**src/design/kht_pkg.sv**
```systemverilog
// Package: constants, codes and types of the keyed hold trigger table.
`default_nettype none
package kht_pkg;

    localparam int SLOTS      = 16;
    localparam int IDX_W      = (SLOTS > 1) ? $clog2(SLOTS) : 1;
    localparam int KEY_W      = 16;
    localparam int TGT_W      = 10;
    localparam int CNT_W      = TGT_W + 1;
    localparam int SPK_W      = 8;
    localparam int MSG_W      = 16;
    localparam int STAT_W     = 3;
    localparam int CFG_ADDR_W = 3;
    localparam int CFG_DATA_W = 32;

    localparam logic REG_HELP_ENABLE = 1'b0;

    typedef enum logic {
        CMD_PUSH  = 1'b0,
        CMD_SWEEP = 1'b1
    } t_cmd;

    typedef enum logic [STAT_W-1:0] {
        ST_COUNTING = 3'd0,
        ST_FIRED    = 3'd1,
        ST_DEAD     = 3'd2,
        ST_FULL     = 3'd3,
        ST_OFF      = 3'd4,
        ST_SWEPT    = 3'd5
    } t_status;

    typedef enum logic [1:0] {
        S_IDLE,
        S_SCAN,
        S_UPDATE,
        S_EMIT
    } t_state;

    typedef struct packed {
        logic             command;
        logic [KEY_W-1:0] trigger_key;
        logic [TGT_W-1:0] hold_target;
        logic             one_shot;
        logic [SPK_W-1:0] speaker;
        logic [MSG_W-1:0] message_tag;
    } t_req;

    typedef struct packed {
        logic             fired;
        logic [SPK_W-1:0] fire_speaker;
        logic [MSG_W-1:0] fire_message;
        t_status          status;
    } t_result;

endpackage
`default_nettype wire

```
**src/design/kht_if.sv**
```systemverilog
// Valid/ready channel interfaces for push/sweep transactions and results.
`default_nettype none
interface kht_req_if;
    logic                       valid;
    logic                       ready;
    logic                       command;
    logic [kht_pkg::KEY_W-1:0]  trigger_key;
    logic [kht_pkg::TGT_W-1:0]  hold_target;
    logic                       one_shot;
    logic [kht_pkg::SPK_W-1:0]  speaker;
    logic [kht_pkg::MSG_W-1:0]  message_tag;

    modport source (output valid, command, trigger_key, hold_target, one_shot,
                    speaker, message_tag, input ready);
    modport sink   (input valid, command, trigger_key, hold_target, one_shot,
                    speaker, message_tag, output ready);
endinterface

interface kht_rsp_if;
    logic                       valid;
    logic                       ready;
    logic                       fired;
    logic [kht_pkg::SPK_W-1:0]  fire_speaker;
    logic [kht_pkg::MSG_W-1:0]  fire_message;
    logic [kht_pkg::STAT_W-1:0] status;

    modport source (output valid, fired, fire_speaker, fire_message, status,
                    input ready);
    modport sink   (input valid, fired, fire_speaker, fire_message, status,
                    output ready);
endinterface
`default_nettype wire

```
**src/design/keyed_hold_trigger_table.sv**
```systemverilog
// A sweep or an option-off push goes from accept straight to the emit state; a push
// scans slots one per cycle through one key comparator: a hit on a live key is updated
// and then answered, a disabled key or a full table is answered from the scan, and a new
// key is written into the first free slot after the full scan. A new transaction is taken
// only once the last result is registered, which waits on o_rsp.ready if one is pending.
// Reset (synchronous, active low) empties the table, sets help_enable to 1, drops results.
`default_nettype none
module keyed_hold_trigger_table (
    input  wire                                 i_clk,
    input  wire                                 i_rst_n,
    kht_req_if.sink                             i_req,
    kht_rsp_if.source                           o_rsp,
    input  wire                                 psel,
    input  wire                                 penable,
    input  wire                                 pwrite,
    input  wire  [kht_pkg::CFG_ADDR_W-1:0]      paddr,
    input  wire  [kht_pkg::CFG_DATA_W-1:0]      pwdata,
    output logic [kht_pkg::CFG_DATA_W-1:0]      prdata,
    output logic                                pready
);

    kht_pkg::t_state                r_state, n_state;
    logic [kht_pkg::IDX_W-1:0]      r_idx, n_idx;
    logic [kht_pkg::IDX_W-1:0]      r_slot, n_slot;
    logic [kht_pkg::IDX_W-1:0]      r_free, n_free;
    logic                           r_hit, n_hit;
    logic                           r_free_ok, n_free_ok;
    kht_pkg::t_req                  r_in, n_in;
    kht_pkg::t_result               r_res, n_res;
    kht_pkg::t_result               r_out, n_out;
    logic                           r_out_valid, n_out_valid;
    logic [kht_pkg::SLOTS-1:0]      r_used, n_used;
    logic [kht_pkg::SLOTS-1:0]      r_active, n_active;
    logic [kht_pkg::SLOTS-1:0]      r_dead, n_dead;
    logic                           r_help_enable;

    logic [kht_pkg::KEY_W-1:0]      r_key [kht_pkg::SLOTS];
    logic [kht_pkg::CNT_W-1:0]      r_cnt [kht_pkg::SLOTS];

    logic                           wr_en;
    logic                           scan_hit;
    logic                           scan_last;
    logic                           fire;
    logic [kht_pkg::CNT_W-1:0]      cnt_old;
    logic [kht_pkg::CNT_W-1:0]      cnt_new;
    logic [kht_pkg::CNT_W-1:0]      tgt_ext;
    logic                           cfg_wr;

    // configuration port
    assign pready = 1'b1;
    assign cfg_wr = psel && penable && pwrite && pready
                    && (paddr[2] == kht_pkg::REG_HELP_ENABLE);

    always_comb begin
        if (paddr[2] == kht_pkg::REG_HELP_ENABLE) begin
            prdata = {{(kht_pkg::CFG_DATA_W-1){1'b0}}, r_help_enable};
        end else begin
            prdata = '0;
        end
    end

    always_ff @(posedge i_clk) begin
        if (!i_rst_n) begin
            r_help_enable <= 1'b1;
        end else if (cfg_wr) begin
            r_help_enable <= pwdata[0];
        end
    end

    // shared key comparator and count update
    assign scan_hit  = r_used[r_idx] && (r_key[r_idx] == r_in.trigger_key);
    assign scan_last = (r_idx == kht_pkg::IDX_W'(kht_pkg::SLOTS - 1));
    assign tgt_ext   = {1'b0, r_in.hold_target};
    assign cnt_old   = r_hit ? r_cnt[r_slot] : '0;
    assign cnt_new   = (cnt_old <= tgt_ext) ? cnt_old + kht_pkg::CNT_W'(1) : cnt_old;
    assign fire      = (cnt_new == tgt_ext);

    assign i_req.ready = (r_state == kht_pkg::S_IDLE);

    always_comb begin
        n_state     = r_state;
        n_idx       = r_idx;
        n_slot      = r_slot;
        n_free      = r_free;
        n_hit       = r_hit;
        n_free_ok   = r_free_ok;
        n_in        = r_in;
        n_res       = r_res;
        n_out       = r_out;
        n_out_valid = r_out_valid;
        n_used      = r_used;
        n_active    = r_active;
        n_dead      = r_dead;
        wr_en       = 1'b0;

        if (r_out_valid && o_rsp.ready) begin
            n_out_valid = 1'b0;
        end

        unique case (r_state)
            kht_pkg::S_IDLE: begin
                if (i_req.valid) begin
                    n_in.command     = i_req.command;
                    n_in.trigger_key = i_req.trigger_key;
                    n_in.hold_target = i_req.hold_target;
                    n_in.one_shot    = i_req.one_shot;
                    n_in.speaker     = i_req.speaker;
                    n_in.message_tag = i_req.message_tag;
                    n_idx            = '0;
                    n_free_ok        = 1'b0;
                    n_res            = '{fired: 1'b0, fire_speaker: '0,
                                         fire_message: '0,
                                         status: kht_pkg::ST_COUNTING};
                    if (i_req.command == kht_pkg::CMD_SWEEP) begin
                        n_used       = r_used & (r_active | r_dead);
                        n_active     = '0;
                        n_res.status = kht_pkg::ST_SWEPT;
                        n_state      = kht_pkg::S_EMIT;
                    end else if (!r_help_enable) begin
                        n_res.status = kht_pkg::ST_OFF;
                        n_state      = kht_pkg::S_EMIT;
                    end else begin
                        n_state = kht_pkg::S_SCAN;
                    end
                end
            end
            kht_pkg::S_SCAN: begin
                n_idx = r_idx + kht_pkg::IDX_W'(1);
                if (!r_used[r_idx] && !r_free_ok) begin
                    n_free_ok = 1'b1;
                    n_free    = r_idx;
                end
                if (scan_hit) begin
                    if (r_dead[r_idx]) begin
                        n_res.status = kht_pkg::ST_DEAD;
                        n_state      = kht_pkg::S_EMIT;
                    end else begin
                        n_slot  = r_idx;
                        n_hit   = 1'b1;
                        n_state = kht_pkg::S_UPDATE;
                    end
                end else if (scan_last) begin
                    if (r_free_ok) begin
                        n_slot  = r_free;
                        n_hit   = 1'b0;
                        n_state = kht_pkg::S_UPDATE;
                    end else if (!r_used[r_idx]) begin
                        n_slot  = r_idx;
                        n_hit   = 1'b0;
                        n_state = kht_pkg::S_UPDATE;
                    end else begin
                        n_res.status = kht_pkg::ST_FULL;
                        n_state      = kht_pkg::S_EMIT;
                    end
                end
            end
            kht_pkg::S_UPDATE: begin
                wr_en            = 1'b1;
                n_used[r_slot]   = 1'b1;
                n_active[r_slot] = 1'b1;
                if (fire) begin
                    n_dead[r_slot] = r_in.one_shot | (r_hit & r_dead[r_slot]);
                    n_res = '{fired: 1'b1, fire_speaker: r_in.speaker,
                              fire_message: r_in.message_tag,
                              status: kht_pkg::ST_FIRED};
                end else begin
                    n_dead[r_slot] = r_hit & r_dead[r_slot];
                    n_res.status   = kht_pkg::ST_COUNTING;
                end
                n_state = kht_pkg::S_EMIT;
            end
            kht_pkg::S_EMIT: begin
                if (!r_out_valid || o_rsp.ready) begin
                    n_out       = r_res;
                    n_out_valid = 1'b1;
                    n_state     = kht_pkg::S_IDLE;
                end
            end
            default: begin
                n_state = kht_pkg::S_IDLE;
            end
        endcase
    end

    always_ff @(posedge i_clk) begin
        if (!i_rst_n) begin
            r_state     <= kht_pkg::S_IDLE;
            r_out_valid <= 1'b0;
            r_used      <= '0;
            r_active    <= '0;
            r_dead      <= '0;
            r_idx       <= '0;
            r_free_ok   <= 1'b0;
            r_hit       <= 1'b0;
        end else begin
            r_state     <= n_state;
            r_out_valid <= n_out_valid;
            r_used      <= n_used;
            r_active    <= n_active;
            r_dead      <= n_dead;
            r_idx       <= n_idx;
            r_free_ok   <= n_free_ok;
            r_hit       <= n_hit;
        end
    end

    always_ff @(posedge i_clk) begin
        r_slot <= n_slot;
        r_free <= n_free;
        r_in   <= n_in;
        r_res  <= n_res;
        r_out  <= n_out;
        if (wr_en) begin
            r_key[r_slot] <= r_in.trigger_key;
            r_cnt[r_slot] <= cnt_new;
        end
    end

    assign o_rsp.valid        = r_out_valid;
    assign o_rsp.fired        = r_out.fired;
    assign o_rsp.fire_speaker = r_out.fire_speaker;
    assign o_rsp.fire_message = r_out.fire_message;
    assign o_rsp.status       = r_out.status;

endmodule
`default_nettype wire

```
**src/flat_wrapper.sv**
```systemverilog
// flat-port wrapper written by rule: the top's interface ports become plain ports
module keyed_hold_trigger_table_flat 
  (i_clk, i_rst_n, psel, penable, pwrite, paddr, pwdata, prdata, pready, i_req_valid, i_req_command, i_req_trigger_key, i_req_hold_target, i_req_one_shot, i_req_speaker, i_req_message_tag, i_req_ready, o_rsp_valid, o_rsp_fired, o_rsp_fire_speaker, o_rsp_fire_message, o_rsp_status, o_rsp_ready);
  kht_req_if i_req_i ();
  kht_rsp_if o_rsp_i ();
  input  wire i_clk;
  input  wire i_rst_n;
  input  wire psel;
  input  wire penable;
  input  wire pwrite;
  input  wire  [kht_pkg::CFG_ADDR_W-1:0] paddr;
  input  wire  [kht_pkg::CFG_DATA_W-1:0] pwdata;
  output logic [kht_pkg::CFG_DATA_W-1:0] prdata;
  output logic pready;
  input wire logic [$bits(i_req_i.valid)-1:0] i_req_valid;
  input wire logic [$bits(i_req_i.command)-1:0] i_req_command;
  input wire logic [$bits(i_req_i.trigger_key)-1:0] i_req_trigger_key;
  input wire logic [$bits(i_req_i.hold_target)-1:0] i_req_hold_target;
  input wire logic [$bits(i_req_i.one_shot)-1:0] i_req_one_shot;
  input wire logic [$bits(i_req_i.speaker)-1:0] i_req_speaker;
  input wire logic [$bits(i_req_i.message_tag)-1:0] i_req_message_tag;
  output wire logic [$bits(i_req_i.ready)-1:0] i_req_ready;
  output wire logic [$bits(o_rsp_i.valid)-1:0] o_rsp_valid;
  output wire logic [$bits(o_rsp_i.fired)-1:0] o_rsp_fired;
  output wire logic [$bits(o_rsp_i.fire_speaker)-1:0] o_rsp_fire_speaker;
  output wire logic [$bits(o_rsp_i.fire_message)-1:0] o_rsp_fire_message;
  output wire logic [$bits(o_rsp_i.status)-1:0] o_rsp_status;
  input wire logic [$bits(o_rsp_i.ready)-1:0] o_rsp_ready;
  assign i_req_i.valid = i_req_valid;
  assign i_req_i.command = i_req_command;
  assign i_req_i.trigger_key = i_req_trigger_key;
  assign i_req_i.hold_target = i_req_hold_target;
  assign i_req_i.one_shot = i_req_one_shot;
  assign i_req_i.speaker = i_req_speaker;
  assign i_req_i.message_tag = i_req_message_tag;
  assign i_req_ready = i_req_i.ready;
  assign o_rsp_valid = o_rsp_i.valid;
  assign o_rsp_fired = o_rsp_i.fired;
  assign o_rsp_fire_speaker = o_rsp_i.fire_speaker;
  assign o_rsp_fire_message = o_rsp_i.fire_message;
  assign o_rsp_status = o_rsp_i.status;
  assign o_rsp_i.ready = o_rsp_ready;
  keyed_hold_trigger_table u_core (.i_clk(i_clk), .i_rst_n(i_rst_n), .i_req(i_req_i), .o_rsp(o_rsp_i), .psel(psel), .penable(penable), .pwrite(pwrite), .paddr(paddr), .pwdata(pwdata), .prdata(prdata), .pready(pready));
endmodule
```
**config.mk**
```make
export PLATFORM = sky130hd
export DESIGN_NAME = keyed_hold_trigger_table_flat
export DESIGN_NICKNAME = d
export VERILOG_FILES = /design/src/design/kht_pkg.sv /design/src/design/kht_if.sv /design/src/design/keyed_hold_trigger_table.sv /design/src/flat_wrapper.sv
export SDC_FILE = /design/constraint.sdc
export NUM_CORES = 1
export LEC_CHECK = 0
export BUFFER_PORTS_ARGS = -buffer_cell sky130_fd_sc_hd__buf_2
export CORE_ASPECT_RATIO = 0.75
export CORE_MARGIN = 8
export CORE_UTILIZATION = 50
export CTS_CLUSTER_SIZE = 30
export DETAILED_ROUTE_END_ITERATION = 6
export GPL_TIMING_DRIVEN = 0
export PLACE_DENSITY = 0.69
export SYNTH_ARGS = -nofsm -noshare
export SYNTH_HDL_FRONTEND = slang
export SYNTH_SLANG_ARGS = --single-unit
```
**constraint.sdc**
```tcl
create_clock -name i_clk -period 8.2 [get_ports i_clk]
set_clock_uncertainty 0.15 [all_clocks]
set_input_delay 0 -clock i_clk [delete_from_list [all_inputs] [get_ports i_clk]]
set_output_delay 0 -clock i_clk [all_outputs]
set_load 0.02 [all_outputs]
```
# Word-level counts from Yosys, hierarchy flattened
# Memory sizes are Yosys's and may differ from the RTL's. A register that Yosys moved wholly into a read port is not among the register bits.
# Index checks and enable logic that the tools add are counted.
# totals
ramBits,432
mem_count,2
wordCells,148
ff_bits,173
input_bits,94
out_inout_bits,63
# classes
order_cmp,4
add_sub_neg,2
muxes,66
bitwise_logic,7
n_eq_ne,17
reduce_logical,26
# memory_table
memory,words,width,read_ports,rd_ports_with_merged_regs,write_ports,line,source
u_core.r_key,16,16,1,1,1,keyed_hold_trigger_table.sv:37,logic [kht_pkg::KEY_W-1:0] r_key [kht_pkg::SLOTS];
u_core.r_cnt,16,11,1,1,1,keyed_hold_trigger_table.sv:38,logic [kht_pkg::CNT_W-1:0] r_cnt [kht_pkg::SLOTS];
# op_table
cell,count
2-to-1 mux 16 bit,5
case mux 16 bit (2 select lines),2
case mux 25 bit (2 select lines),1
OR 16 bit,3
2-to-1 mux 4 bit,9
bitwise mux 16 bit,2
2-to-1 mux 28 bit,1
2-to-1 mux 25 bit,1
2-to-1 mux 1 bit,22
2-to-1 mux 11 bit,2
2-to-1 mux 3 bit,7
bitwise AND 16 bit,1
== test 16 bit,1
binary-select mux 1 bit (select 4 bit),3
2-to-1 mux 2 bit,6
AND reduction 3 bit,4
adder 11 x 1 -> 11 bit (second input constant),1
== test 11 x 10 -> 1 bit,1
<= comparator 11 x 10 -> 1 bit,1
< comparator 4 x 5 -> 1 bit (second input constant),2
!= test 3 x 1 -> 1 bit (second input constant),3
case mux 3 bit (3 select lines),1
case mux 2 bit (4 select lines),1
case mux 4 bit (2 select lines),1
other kinds (22),41

# Longest topological paths before layout
# depth
ltp_word,7
ltp_mapped,22
ltp_nobuf,15

# Least setup slack after synthesis
# No wires, ideal clock.
# synth_timing
path_kind,reg2reg
start,reg with a tool-made name
end,"reg u_core.r_res[10] (netlist name), enable pin"
setup_time_ns,0.415
path_buffers,4
period_less_slack_ns,6.379
slack_ns,1.821
arrival_ns,5.813
required_time_ns,7.635
stages_incl_launch_ff,20
cell_sequence,dfxtp_1 -> buf_6 -> buf_8 -> buf_2 -> buf_4 -> mux4_2 -> a22oi_1 -> nand3_1 -> nand2_1 -> inv_1 -> ha_1 -> a21o_1 -> a211oi_1 -> a311oi_1 -> or4b_4 -> xnor2_1 -> xnor2_1 -> and4_1 -> nand4_1 -> a21oi_1
# synth_lines
item,line,source
"end signal, assigned",keyed_hold_trigger_table.sv:211,r_res <= n_res;
"end, declared",keyed_hold_trigger_table.sv:29,"kht_pkg::t_result r_res, n_res;"

==> flow_summary.ini <==
[critical_path]
cpLargestDelayFamily = compound AO/OA/AOI/OAI gates
cpMaxStageDelayCell = a21oi_2
max_stage_delay_ns = 0.64
worstPathRequired_ns = 8.35
crit_cells = 20
cp.buffers_inverters = 6
end_kind = flop
worstRegToRegCells = 20
worstSetupPathType = flop to flop
cp_cell_sequence = buf_6, buf_8, buf_2, buf_4, mux4_2, a22oi_1, nand3_1, nand2_1, inv_1, ha_1, a21o_1, a211oi_1, a311oi_1, or4b_4, nor3b_2, xor2_1, a221oi_4, nand4_1, a21oi_2, buf_16
critPathArrivalTime_ns = 7.11
startpoint_type = flop
crit_path_max_fanout = 17

[floorplan]
die_h_um = 208.6
start_util = 0.5069
coreArea_um2 = 48780
io-pin-count = 157
die_w_um = 272.8
rows = 70
dieArea_um2 = 56900

[timing]
finalHoldWorstSlack_ns = 0.006033
fin_setup_tns_ns = 0
report.final.hold_viol_count = 0
timing.slew.headroom = 0.1071
slew_violations = 0
rsz0062_at_grt = false
fin_crit_sh = 0.8484
timing.fmax_mhz = 143.7
finalSetupViolations = 0
period_needed_ns = 6.957
worst_pin_slew_ns = 1.335

[route]
wire_per_inst_um = 24.55
drc = 0
drtIter0Drc = 1570
ant_nets = 0
vias_per_cell = 5.819
vias = 14120
firstDrtPassIters = 5
routed_wl_mm = 59.57

[grt]
grt_usage = 0.2062
grt_pass1_vias = 14380
antenna_found_initial = 1
grt_pass1_wl_mm = 89.17
grt_max_degree = 32
grt_overflow = 0

[synth]
synth-edff-count = 547
synthFlopType = edfxtp_1
syn_area_um2 = 24730
synth_common_cells = edfxtp_1 (547), mux4_2 (105), nand2_1 (76)
yosys.area.top_type = edfxtp_1
ys_async_sr_fraction = 0
ys_ff_latch = 613
synthCells = 1407
synth.most_common_cell = edfxtp_1
synth_area_leaders = edfxtp_1 (66%), mux4_2 (9.6%), dfxtp_1 (5.3%)
synth_seq_area_share = 0.7177
yosysWarnings = 0
synth_cell_types = 80
synth_top_area_share = 0.6642
avgSynthCellArea_um2 = 17.58

[clock_tree]
cts.clk_slew.worst_paths_ns = 0.07
cts_hold_buffers = 106
post_cts_buffers = 0
cts_root_buf = clkbuf_16
htreeDepth = 2
numCtsBuffers = 56
clkLatencyLatePin_ns = 0.60
clock_sinks = 613
clockBufferDepth = 3
cts_resized = 0
cts_tree = built

[power_and_ir_drop]
ir_drop_v = 0.0001811
swShare = 0.2408
intPower_uw = 5560
powerDensity_nw_per_um2 = 246.2
p_switching_uw = 1763
p_comb_frac = 0.113
seqPwrFrac = 0.527
p_clk_frac = 0.359
cellLeakagePower_uw = 0.01011

[hold_path]
hold-path-cell-count = 2
hold_path_class = input port to flop

[cells_and_area]
nNetsFinal = 1840
drive_gt1_frac = 0.2358
area_delta_synth_final_pct = 20.25

[placement]
hpwl_mm = 39.07
place.gp.congestion = 0.8712
place.port_buffers = 91

[flow_run]
cap_violations = 0

[outcome]
status = completed
[registers in the layout, summed over array words and instances (netlist names), 4 cells and up, named ones only]
signal,count
u_core.r_in,51
u_core.r_idx,4
u_core.o_rsp.fire_message,16
u_core.r_cnt,176
u_core.r_used,16
u_core.r_active,16
u_core.r_dead,16
u_core.o_rsp.fire_speaker,8
u_core.r_free,4
u_core.r_key,256
u_core.r_slot,4
u_core.r_res,28
[cell usage in the layout (no fill, tap or decap), types with 32 or more instances in the layout]
| cell | Yosys | routed |
|---|---|---|
| edfxtp_1 | 547 | 547 |
| dlygate4sd3_1 | 0 | 108 |
| buf_2 | 15 | 106 |
| mux4_2 | 105 | 105 |
| nand2_1 | 76 | 76 |
| dfxtp_1 | 66 | 66 |
| clkbuf_16 | 0 | 57 |
| mux2i_1 | 54 | 54 |
| buf_4 | 36 | 37 |
| and2_1 | 38 | 36 |
| clkbuf_1 | 28 | 35 |
| nor2_1 | 43 | 34 |
| conb_1 | 2 | 32 |
[final cells by class]
class                           count  area [um^2]
Sequential cell                   613        17750
Clock inverter                     40        377.9
Tap cell                          648        810.8
Buffer                             96        610.6
Timing Repair Buffer              235         2130
Antenna cell                        1        2.502
Multi-Input combinational cell    701         6491
Clock buffer                       65         1466
Fill cell                        3430        19050
Inverter                           27        101.3
[final timing paths]
kind / startpoint / end / slack (ns)
hold reg to reg: u_core.r_res[10] / u_core.o_rsp.fire_message[7] / 0.26
setup / recovery: flop / u_core.r_res[10] / 1.24
setup reg to reg: flop / u_core.r_res[10] / 1.24
hold / removal: i_req_trigger_key[5] / u_core.r_in[40] / 0.006
[per-layer routing]
layer	vias to the layer above	global-route usage	routed length, um
li1	6164	-	-
met1	7226	0.2957	25070
met2	629	0.3290	28530
met3	99	0.03514	4742
met4	0	0.04915	1219
met5	-	0	0
[power groups by stage]
stage	Combinational (uW)	Sequential, uW	Clock (uW)
after floorplan	487	3900	0
final	831	3860	2630
after CTS	822	3860	2650
after detailed placement	779	3920	0
after global placement	713	3920	0
after global routing	891	3880	2770
[kinds of logic (layout without fill, tap and decap cells)]
group / Yosys count / count (layout) / share of synthesized area
flip-flops: 613 / 613 / 0.7177
AND/OR/NAND/NOR: 281 / 281 / 0.06046
AO/OA/AOI/OAI: 175 / 175 / 0.05004
multiplexers: 170 / 170 / 0.1243
buffers and inverters: 123 / 463 / 0.02879
XOR/XNOR: 27 / 27 / 0.01032
adder cells (fa/ha/maj): 16 / 16 / 0.008095
other: 2 / 33 / 0.0003037
[through the flow]
stage	cell area (um^2)	setup WS, ns	std cells	utilization	power, uW
3_3_place_gp	26110	0.02471	2176	0.5352	4632
6_report	29740	1.243	2426	0.6096	7323
2_1_floorplan	24840	1.821	1437	-	4388
5_1_grt	29740	0.8737	2426	0.6096	7548
4_1_cts	29710	0.9789	2423	0.6090	7332
3_5_place_dp	26800	1.007	2212	0.5494	4702
No activity file was read; power rests on OpenSTA's default activity.
